===== config.mk =====
export PLATFORM = sky130hd
export DESIGN_NAME = streaming_top_k_selector
export DESIGN_NICKNAME = d
export VERILOG_FILES = /design/src/design/stks_pkg.sv /design/src/design/stks_cell.sv /design/src/design/streaming_top_k_selector.sv
export SDC_FILE = /design/constraint.sdc
export NUM_CORES = 2
export LEC_CHECK = 0
export ABC_CLOCK_PERIOD_IN_PS = 10200
export BUFFER_PORTS_ARGS = -buffer_cell sky130_fd_sc_hd__buf_4
export CAP_MARGIN = 20
export CORE_UTILIZATION = 55
export DETAILED_ROUTE_END_ITERATION = 10
export GPL_TIMING_DRIVEN = 0
export PLACE_DENSITY = 0.79
export SLEW_MARGIN = 25
export SYNTH_ARGS = -nofsm -noshare
export SYNTH_HDL_FRONTEND = slang
export SYNTH_SLANG_ARGS = --single-unit

===== constraint.sdc =====
create_clock -name clk_i -period 10.2 [get_ports clk_i]
set_input_delay 2.04 -clock clk_i [delete_from_list [all_inputs] [get_ports clk_i]]
set_output_delay 2.04 -clock clk_i [all_outputs]
set_load 0.01 [all_outputs]

===== src/design/stks_pkg.sv =====
// Package for the streaming top-k selector: sizes, data type, cell opcodes,
// the control struct shared by the cell chain and the top level, and FSM states.
// No dependencies.
package stks_pkg;

  localparam int MAX_KEEP = 16;
  localparam int DATA_W   = 32;
  localparam int KEEP_W   = 5;
  localparam int IDX_W    = (MAX_KEEP > 1) ? $clog2(MAX_KEEP) : 1;
  localparam int CNT_W    = $clog2(MAX_KEEP + 1);
  localparam int CMP_W    = (CNT_W > KEEP_W) ? CNT_W : KEEP_W;

  typedef logic signed [DATA_W-1:0] data_t;

  // config register indexes
  localparam logic REG_KEEP_COUNT  = 1'b0;
  localparam logic REG_SELECT_MODE = 1'b1;

  // per-cycle operation on the sorted (ascending) cell chain
  typedef enum logic [1:0] {
    OP_HOLD     = 2'b00,
    OP_APPEND   = 2'b01,  // insert, chain grows by one
    OP_DROP_MIN = 2'b10,  // insert, smallest entry falls out
    OP_DROP_MAX = 2'b11   // insert, largest entry falls out
  } cell_op_e;

  typedef struct packed {
    cell_op_e op;
    data_t    sample;
  } cell_ctrl_t;

  typedef enum logic [1:0] {
    ST_SCAN = 2'b01,
    ST_EMIT = 2'b10
  } state_e;

endpackage


===== src/design/stks_cell.sv =====
// One cell of the sorted insertion chain: holds one kept value and trades
// values with its neighbors. Depends on stks_pkg.
module stks_cell
  import stks_pkg::*;
(
  input  logic       clk_i,
  input  cell_ctrl_t ctrl_i,
  input  logic       occupied_i,
  input  data_t      left_value_i,
  input  logic       left_gt_i,
  input  data_t      right_value_i,
  input  logic       right_lt_i,
  output data_t      value_o,
  output logic       gt_o,
  output logic       lt_o
);

  data_t value_q, value_d;
  logic  gt_raw, lt_raw;

  assign gt_raw = value_q > ctrl_i.sample;
  assign lt_raw = value_q < ctrl_i.sample;

  // on append an empty cell counts as above every sample
  assign gt_o    = (ctrl_i.op == OP_APPEND) ? (!occupied_i || gt_raw) : (occupied_i && gt_raw);
  assign lt_o    = occupied_i && lt_raw;
  assign value_o = value_q;

  always_comb begin
    value_d = value_q;
    unique case (ctrl_i.op)
      OP_HOLD: begin
        value_d = value_q;
      end
      OP_APPEND, OP_DROP_MAX: begin
        if (gt_o) begin
          value_d = left_gt_i ? left_value_i : ctrl_i.sample;
        end
      end
      OP_DROP_MIN: begin
        if (right_lt_i) begin
          value_d = right_value_i;
        end else if (lt_o) begin
          value_d = ctrl_i.sample;
        end
      end
    endcase
  end

  always_ff @(posedge clk_i) begin
    value_q <= value_d;
  end

endmodule


===== src/design/streaming_top_k_selector.sv =====
// Top level of the streaming top-k selector: config registers, cell chain,
// emission sequencer and output register. Depends on stks_pkg and stks_cell.
//
// Each sample is sorted into a chain of MAX_KEEP cells in the cycle it is
// accepted, so a set streams in at one item per cycle. The item that carries
// end_of_set starts the emission of the n values kept (n at most MAX_KEEP),
// one value per cycle from the chain through a single read mux; input is not
// accepted during emission, and output back-pressure stretches it. The next
// set may start while the final result still waits.
module streaming_top_k_selector
  import stks_pkg::*;
(
  input  logic              clk_i,
  input  logic              rst_ni,
  input  logic              cfg_we_i,
  input  logic              cfg_idx_i,
  input  logic [KEEP_W-1:0] cfg_data_i,
  input  logic              in_valid_i,
  output logic              in_ready_o,
  input  data_t             sample_i,
  input  logic              end_of_set_i,
  output logic              out_valid_o,
  input  logic              out_ready_i,
  output data_t             kept_value_o,
  output logic              final_flag_o
);

  logic [KEEP_W-1:0] keep_count_q;
  logic              select_mode_q;
  state_e            st_q, st_d;
  logic [CNT_W-1:0]  total_q, total_d;
  logic [CNT_W-1:0]  rem_q, rem_d;
  logic [IDX_W-1:0]  idx_q, idx_d;
  logic              desc_q, desc_d;
  logic              out_valid_q, out_valid_d;
  data_t             out_value_q, out_value_d;
  logic              out_final_q, out_final_d;

  logic [CMP_W-1:0]  kc_ext, k_eff;
  logic              accept, do_append, emit_go;
  cell_ctrl_t        ctrl;
  data_t             value_w [MAX_KEEP];
  logic [MAX_KEEP-1:0] gt_w, lt_w;

  // config
  always_ff @(posedge clk_i or negedge rst_ni) begin
    if (!rst_ni) begin
      keep_count_q  <= KEEP_W'(1);
      select_mode_q <= 1'b0;
    end else if (cfg_we_i) begin
      unique case (cfg_idx_i)
        REG_KEEP_COUNT:  keep_count_q  <= cfg_data_i;
        REG_SELECT_MODE: select_mode_q <= cfg_data_i[0];
      endcase
    end
  end

  always_comb begin
    kc_ext = CMP_W'(keep_count_q);
    priority if (kc_ext == '0) begin
      k_eff = CMP_W'(1);
    end else if (kc_ext > CMP_W'(MAX_KEEP)) begin
      k_eff = CMP_W'(MAX_KEEP);
    end else begin
      k_eff = kc_ext;
    end
  end

  assign in_ready_o = (st_q == ST_SCAN);
  assign accept     = in_valid_i && in_ready_o;
  assign do_append  = CMP_W'(total_q) < k_eff;
  assign emit_go    = (st_q == ST_EMIT) && (!out_valid_q || out_ready_i);

  always_comb begin
    ctrl.sample = sample_i;
    if (!accept) begin
      ctrl.op = OP_HOLD;
    end else if (do_append) begin
      ctrl.op = OP_APPEND;
    end else if (select_mode_q) begin
      ctrl.op = OP_DROP_MAX;
    end else begin
      ctrl.op = OP_DROP_MIN;
    end
  end

  // chain, ascending from cell 0
  for (genvar i = 0; i < MAX_KEEP; i++) begin : g_cell
    data_t left_value, right_value;
    logic  left_gt, right_lt;
    if (i == 0) begin : g_first
      assign left_value = sample_i;
      assign left_gt    = 1'b0;
    end else begin : g_mid_l
      assign left_value = value_w[i-1];
      assign left_gt    = gt_w[i-1];
    end
    if (i == MAX_KEEP - 1) begin : g_last
      assign right_value = sample_i;
      assign right_lt    = 1'b0;
    end else begin : g_mid_r
      assign right_value = value_w[i+1];
      assign right_lt    = lt_w[i+1];
    end
    stks_cell u_cell (
      .clk_i        (clk_i),
      .ctrl_i       (ctrl),
      .occupied_i   (CNT_W'(i) < total_q),
      .left_value_i (left_value),
      .left_gt_i    (left_gt),
      .right_value_i(right_value),
      .right_lt_i   (right_lt),
      .value_o      (value_w[i]),
      .gt_o         (gt_w[i]),
      .lt_o         (lt_w[i])
    );
  end

  // sequencer and output register
  always_comb begin
    st_d        = st_q;
    total_d     = total_q;
    rem_d       = rem_q;
    idx_d       = idx_q;
    desc_d      = desc_q;
    out_valid_d = out_valid_q;
    out_value_d = out_value_q;
    out_final_d = out_final_q;
    if (out_valid_q && out_ready_i) begin
      out_valid_d = 1'b0;
    end
    unique case (st_q)
      ST_SCAN: begin
        if (accept) begin
          if (do_append) begin
            total_d = total_q + CNT_W'(1);
          end
          if (end_of_set_i) begin
            st_d   = ST_EMIT;
            rem_d  = total_d;
            desc_d = select_mode_q;
            idx_d  = select_mode_q ? IDX_W'(total_d - CNT_W'(1)) : '0;
          end
        end
      end
      ST_EMIT: begin
        if (emit_go) begin
          out_valid_d = 1'b1;
          out_value_d = value_w[idx_q];
          out_final_d = (rem_q == CNT_W'(1));
          rem_d       = rem_q - CNT_W'(1);
          idx_d       = desc_q ? idx_q - IDX_W'(1) : idx_q + IDX_W'(1);
          if (rem_q == CNT_W'(1)) begin
            st_d    = ST_SCAN;
            total_d = '0;
          end
        end
      end
    endcase
  end

  always_ff @(posedge clk_i or negedge rst_ni) begin
    if (!rst_ni) begin
      st_q        <= ST_SCAN;
      total_q     <= '0;
      rem_q       <= '0;
      idx_q       <= '0;
      desc_q      <= 1'b0;
      out_valid_q <= 1'b0;
    end else begin
      st_q        <= st_d;
      total_q     <= total_d;
      rem_q       <= rem_d;
      idx_q       <= idx_d;
      desc_q      <= desc_d;
      out_valid_q <= out_valid_d;
    end
  end

  always_ff @(posedge clk_i) begin
    out_value_q <= out_value_d;
    out_final_q <= out_final_d;
  end

  assign out_valid_o  = out_valid_q;
  assign kept_value_o = out_value_q;
  assign final_flag_o = out_final_q;

  a_total_bound: assert property (@(posedge clk_i) disable iff (!rst_ni)
    total_q <= CNT_W'(MAX_KEEP))
    else $error("kept count above capacity");

  a_emit_nonempty: assert property (@(posedge clk_i) disable iff (!rst_ni)
    (st_q == ST_EMIT) |-> (rem_q != '0))
    else $error("emission with nothing left");

  a_end_starts_emit: assert property (@(posedge clk_i) disable iff (!rst_ni)
    (in_valid_i && in_ready_o && end_of_set_i) |=> (st_q == ST_EMIT))
    else $error("end of set did not start emission");

  a_final_clears: assert property (@(posedge clk_i) disable iff (!rst_ni)
    (emit_go && rem_q == CNT_W'(1)) |=> (total_q == '0 && out_valid_o && final_flag_o))
    else $error("final item not marked or store not cleared");

endmodule


==> Word level (Yosys, flattened, before mapping) <==
Index checks and enable logic that the tools add are counted.
{ "totals": {"ff_bits": 569, "inputBits": 44} }
{ "op_classes": {"add_sub_neg": 5, "n_lt_le_gt_ge": 51, "n_eq_ne": 42, "muxes": 127, "n_bitwise": 3, "n_reduce_logical": 95} }
{ "ops": {"columns": ["op", "count"], "rows": [
  ["2-to-1 mux 32 bit", 64],
  ["case mux 32 bit (2 select lines)", 16],
  ["greater-than comparator 32 bit", 16],
  ["< comparator 32 bit", 16],
  ["binary-select mux 32 bit (select 4 bit)", 1],
  ["AND reduction 3 bit", 19],
  ["2-to-1 mux 5 bit", 11],
  ["< comparator 4 x 5 -> 1 bit (first input constant)", 8],
  ["inequality test 2 x 1 -> 1 bit (second input constant)", 19],
  ["inequality test 3 bit (second input constant)", 12],
  ["logical AND 1 bit", 35],
  ["< comparator 3 x 5 -> 1 bit (first input constant)", 4],
  ["2-to-1 mux 1 bit", 20],
  ["2-to-1 mux 4 bit", 5],
  ["case mux 5 bit (2 select lines)", 2],
  ["logical NOT 1 bit", 17],
  ["logical OR 1 bit", 17],
  ["2-to-1 mux 2 bit", 6],
  ["< comparator 1 x 5 -> 1 bit (first input constant)", 2],
  ["< comparator 2 x 5 -> 1 bit (first input constant)", 2],
  ["inequality test 3 x 2 -> 1 bit (second input constant)", 3],
  ["case mux 4 bit (2 select lines)", 1],
  ["subtractor 4 x 1 -> 4 bit (second input constant)", 2],
  ["== test 2 bit (second input constant)", 3],
  ["17 further kinds", 22]
]} }

==> Logic depth before layout (Yosys ltp) <==
{ "depth": {"ltp_word": 12, "ltp_mapped": 14, "ltp_nobuf": 11} }

==> Modules after synthesis <==
From an unflattened synthesis, not the netlist that was laid out.
{ "hier_totals": {"cells_unflattened": 4277, "area_unflattened_um2": 43889.6} }
{ "by_module_without_submodules": {"columns": ["module", "instances", "cells_each", "area_each_um2"], "rows": [
  ["stks_cell", 16, 240, 2334.7],
  ["streaming_top_k_selector", 1, 437, 6533.8]
]} }

==> Worst setup path before layout <==
Ideal clock, no wire load.
{ "synth_timing": {"path_type": "input to register", "start": "in sample_i[14]", "end": "reg g_cell[15].u_cell.value_q[0] (enable)", "arrival_time_ps": 7318, "required_time_ps": 9720, "slack_ps": 2401, "cell_stages": 11, "path_cell_list": "inv_1 > ha_1 > a21oi_1 > nand2_1 > a221o_1 > a211o_1 > a211oi_2 > mux2i_1 > clkbuf_1 > nand2_1 > a311oi_1"} }
{ "synth_via": {"elab_chain_cells": 5, "elab_cells_between_ends": 9} }
{ "synth_lines": {"columns": ["item", "line_no", "source"], "rows": [
  ["start, declared", "streaming_top_k_selector.sv:20", "input data_t sample_i,"],
  ["greater-than comparator 32 bit", "stks_cell.sv:21", "assign gt_raw = value_q > ctrl_i.sample;"],
  ["logical AND 1 bit or logical OR 1 bit (tied branches)", "stks_cell.sv:25", "assign gt_o = (ctrl_i.op == OP_APPEND) ? (!occupied_i || gt_raw) : (occupied_i && gt_raw);"],
  ["2-to-1 mux 1 bit", "stks_cell.sv:25", null],
  ["inequality test 2 x 1 -> 1 bit (no source line)", null, null],
  ["AND reduction 3 bit (no source line) (*)", null, null],
  ["end signal, assigned", "stks_cell.sv:51", "value_q <= value_d;"],
  ["end, declared", "stks_cell.sv:18", "data_t value_q, value_d;"]
]} }
Every way passes the cells marked *; elsewhere a longest branch is shown, timed or not.
A chain may end at the register's enable or synchronous reset.

==> Worst setup path after layout <==
{ "layout_timing": {"start": "in sample_i[25]", "end": "reg g_cell[4].u_cell.value_q[7] (enable)"} }
{ "layout_via": {"elab_chain_cells": 5, "elab_cells_between_ends": 11} }
{ "layout_lines": {"columns": ["item", "line_no"], "rows": [
  ["greater-than comparator 32 bit", "stks_cell.sv:21"],
  ["logical AND 1 bit or logical OR 1 bit (tied branches)", "stks_cell.sv:25"],
  ["2-to-1 mux 1 bit", "stks_cell.sv:25"],
  ["inequality test 2 x 1 -> 1 bit (no source line)", null],
  ["AND reduction 3 bit (no source line) (*)", null],
  ["end signal, assigned", "stks_cell.sv:51"],
  ["end, declared", "stks_cell.sv:18"]
]} }
Marked as above.

==> metrics list <==
- Result of the run: finished clean
- Clk_skew: 21.7 ps
- Y dimension of the die: 282 um
- Maximum capacitance violations: 0
* Remaining global-route overflow: 0
- For this run, design rule violations remaining after detail routing come to 0.
- Registers take approximately 17000 um^2.
* Post-cts hold buffer count: 0
- The count of buffers added on input and output ports is 78.
- STA classifies the critical path startpoint as an input port.
- Final antenna-violating net count: 0
* Crit path largest cell delay: ~800 ps
- In the global route stage, met2 resource usage came out at 0.617.
* Final Instance Count excl. Fillers: 5054
- Post-Syn Area: around 43000 um^2
* Yosys synthesis warning count: 0
* Most frequent standard cell in the layout excluding fill and tap cells: sky130_fd_sc_hd__edfxtp_1
- Maximum net fanout on the critical path: 22
- Standard cell with the maximum stage delay on the critical path: sky130_fd_sc_hd__clkinv_1
- The final route contains 37301 vias.
- Final hold viol count: 0
* Buffer count from post-CTS setup fixing: 0
- Critical Setup Path Class: in -> reg
- Headroom to the max-slew limit came out at 0.199.
- The most numerous cell type found on the critical path is sky130_fd_sc_hd__buf_4.
* Syn nets: 4358
- Final cell utilization of the core: 0.616
- The total count of max-transition violations in the final report is 0.
* Wire length of the first global-routing pass: 225000 um
* CTS sink cnt: 569
* Std cell rows: ~100
- Critical Path Sink Type: flop
* Drt via density: 7.38
- The floorplan step defined a die boundary enclosing 79500 um^2.
- Routed WL: 153000 um
- Pre-antenna DRT Iters: 8
- In the finished design, the share of the clock period the worst path needs comes to 0.708.
- Required time of the critical path: 10540 ps
- The layer flagged by global routing as most heavily used is met2.
- Final Setup Violations: 0
- Number of enable-type register cells in the synthesized netlist: 545
- Worst-margin pin slew: 1200 ps
- The min-delay analysis places its worst path in the category reg -> reg.
- Fraction of final layout cells with drive strength greater than 1: 0.156
- The later pin in the worst-skew pair is clocked with a latency of 630 ps.
- The region available for standard cell placement spans slightly below 80000 um^2.
* Ordered list of cells on the worst path: buf_4 > clkinv_1 > ha_1 > and4_1 > nand3_1 > nor3_1 > o41ai_1 > a311oi_1 > or2_1 > clkbuf_1 > clkbuf_1 > nor3_1 > nor3_2 > buf_4 > buf_4
- Clock-pin slew was measured on the worst setup and hold paths at 60 ps.
* Peak supply drop: roughly 230 uV
- Root Buffer Master: sky130_fd_sc_hd__clkbuf_16
- In this run, distinct cell masters in the synthesized netlist total just under 90.
- Derived from the worst setup path, the maximum achievable clock frequency is between 0.1 and 0.15 GHz.
- Power spread over the standard cell area amounts to 243 nW/um^2.
* CTS buffer count: 68
- TritonCTS built the clock tree.
* Antenna violations before repair: 9
* Post-DP HPWL: 123000 um
* Resized cells post-CTS: 0
* H-tree lvl count: 3
- Counting flops and latches in the post-synthesis netlist gives roughly 570.
- Placed cell count: 4934
* Met3 Usage GRT: 0.0787
- Initial Util: 0.556
- Met1 capacity usage during global routing: 0.499
- Of the synthesized area, sequential elements account for 0.394.
- Total power after layout: 11600 uW
- At the end of routability-driven placement, the weighted congestion stood at about 1.1.
- Ports: 79
* Deepest clock path buffer count: 3
- # fillers: 6250
- RSZ-0062 raised after global routing: false
* Average wire per cell in the routed design: slightly above 30 um
- Area Growth Syn to Fin: 10.8%
* Post-synthesis async set-or-reset flop share: 0.0422
- Measured along the x axis, the die boundary spans around 280 um.
* Data arrival time of the critical path: 7550 ps
- Multi-input combinational cell area: 24900 um^2
- Entering global routing, the biggest net connects 33 pins.
* Primary FF master, synth: sky130_fd_sc_hd__edfxtp_1
* Avg Cell Area, Syn: 11.4 um^2
- The number of global-route vias before repair came to 35942.
- The analysis attributes to cell leakage a power of 0.0179 uW.
* Min Clock Period, post-route: 7220 ps
* Gate Count Post-Synth: 3791
* Commonest non-fill, non-tap cells in the layout: sky130_fd_sc_hd__edfxtp_1 (545), sky130_fd_sc_hd__ha_1 (522), sky130_fd_sc_hd__a221o_1 (330), sky130_fd_sc_hd__a21oi_1 (240), sky130_fd_sc_hd__nand2_1 (215)
- For this run, the post-layout net count is 4531.
- 1st-iter DRT viols: 5519
* Overall global routing resource usage: 0.385
stage by stage:
stage | setup TNS, ps | area, um^2 | hold slack (ps) | worst slack, ps
final | 0 | 47700 | 545 | 2980
after global routing | 0 | 47700 | 562 | 2870
after CTS | 0 | 47700 | 540 | 3050
after detailed placement | 0 | 45600 | 523 | 2470
after global placement | -27310 | 45000 | 518 | -843
after floorplan | 0 | 43100 | 490 | 2400
area by class of cell:
type                            instances  area share
Buffer                                281      0.0246
Clock buffer                           91      0.0395
Antenna cell                            3    0.000157
Multi-Input combinational cell       2876       0.522
Sequential cell                       569       0.356
Clock inverter                         26     0.00524
Inverter                               65     0.00511
Timing Repair Buffer                  103      0.0209
Tap cell                             1040      0.0273
cells in the mapped netlist, drive strengths merged (8+ instances only):
cell type  number  area share
a211o           9      0.0018
a211oi         25      0.0047
a21boi          8      0.0014
a21o           45      0.0078
a21oi         245       0.029
a221o         330       0.077
a221oi         10      0.0020
a31oi          72       0.011
and2           73       0.011
and3           99       0.014
and4           17      0.0035
buf            98       0.011
clkbuf        183       0.016
dfrtp          22       0.013
edfxtp        545        0.38
ha            522        0.15
inv            65      0.0057
mux2           71       0.019
mux4          160       0.084
nand2         215       0.019
nand2b         70       0.010
nand3         110       0.013
nand4          89       0.013
nor2          157       0.014
nor2b          23      0.0033
nor3           98       0.012
nor4           30      0.0045
o211ai         28      0.0049
o21a            8      0.0014
o21ai          93       0.011
o221a          63       0.016
o22ai          98       0.014
or2            10      0.0015
power breakdown:
part | switching, uW | internal [uW]
logic | 3400 | 2350
registers | 210 | 3200
clock network | 1040 | 1400
total | 4650 | 6950
worst max-delay path, delay by kind of cell:
kind / cells / cell delay (ps)
buffers and inverters: 6 / 2340
AO/OA/AOI/OAI: 2 / 740
AND/OR/NAND/NOR: 6 / 1710
adder cells (fa/ha/maj): 1 / 700
worst paths after layout:
kind	cells past startpoint	end	slack [ps]	from
max	15	g_cell[4].u_cell.value_o[7]	2980	sample_i[25]
min	2	out_valid_o	540	out_valid_o
max reg2reg	11	g_cell[13].u_cell.value_o[5]	4980	total_q[2]
min reg2reg	2	out_valid_o	540	out_valid_o
max in group asynchronous	1	kc_ext[0]	8590	rst_ni
min in group asynchronous	1	rem_q[1]	1310	rst_ni
flip-flops by register name, indices dropped and copies added, names as in the netlist, 2 cells and up:
register	flops
g_cell.u_cell.value_o	512
kept_value_o	32
kc_ext	5
rem_q	5
total_q	5
idx_q	4
st_q	2
cell families after synthesis:
logic type / synth area share
buf+inv: 0.0326
mux: 0.104
simple gates: 0.122
compound gates: 0.194
flops: 0.394
xor+xnor: 0.00224
fa+ha+maj: 0.152
per-layer routing:
layer	vias up	wire (um)	part of all wire
met5	-	27	0.00018
met4	4	8040	0.053
met3	415	18400	0.12
met2	2554	70200	0.46
met1	18297	55900	0.37
li1	16031	-	-
Note: power is estimated with default switching activity, not from simulation.
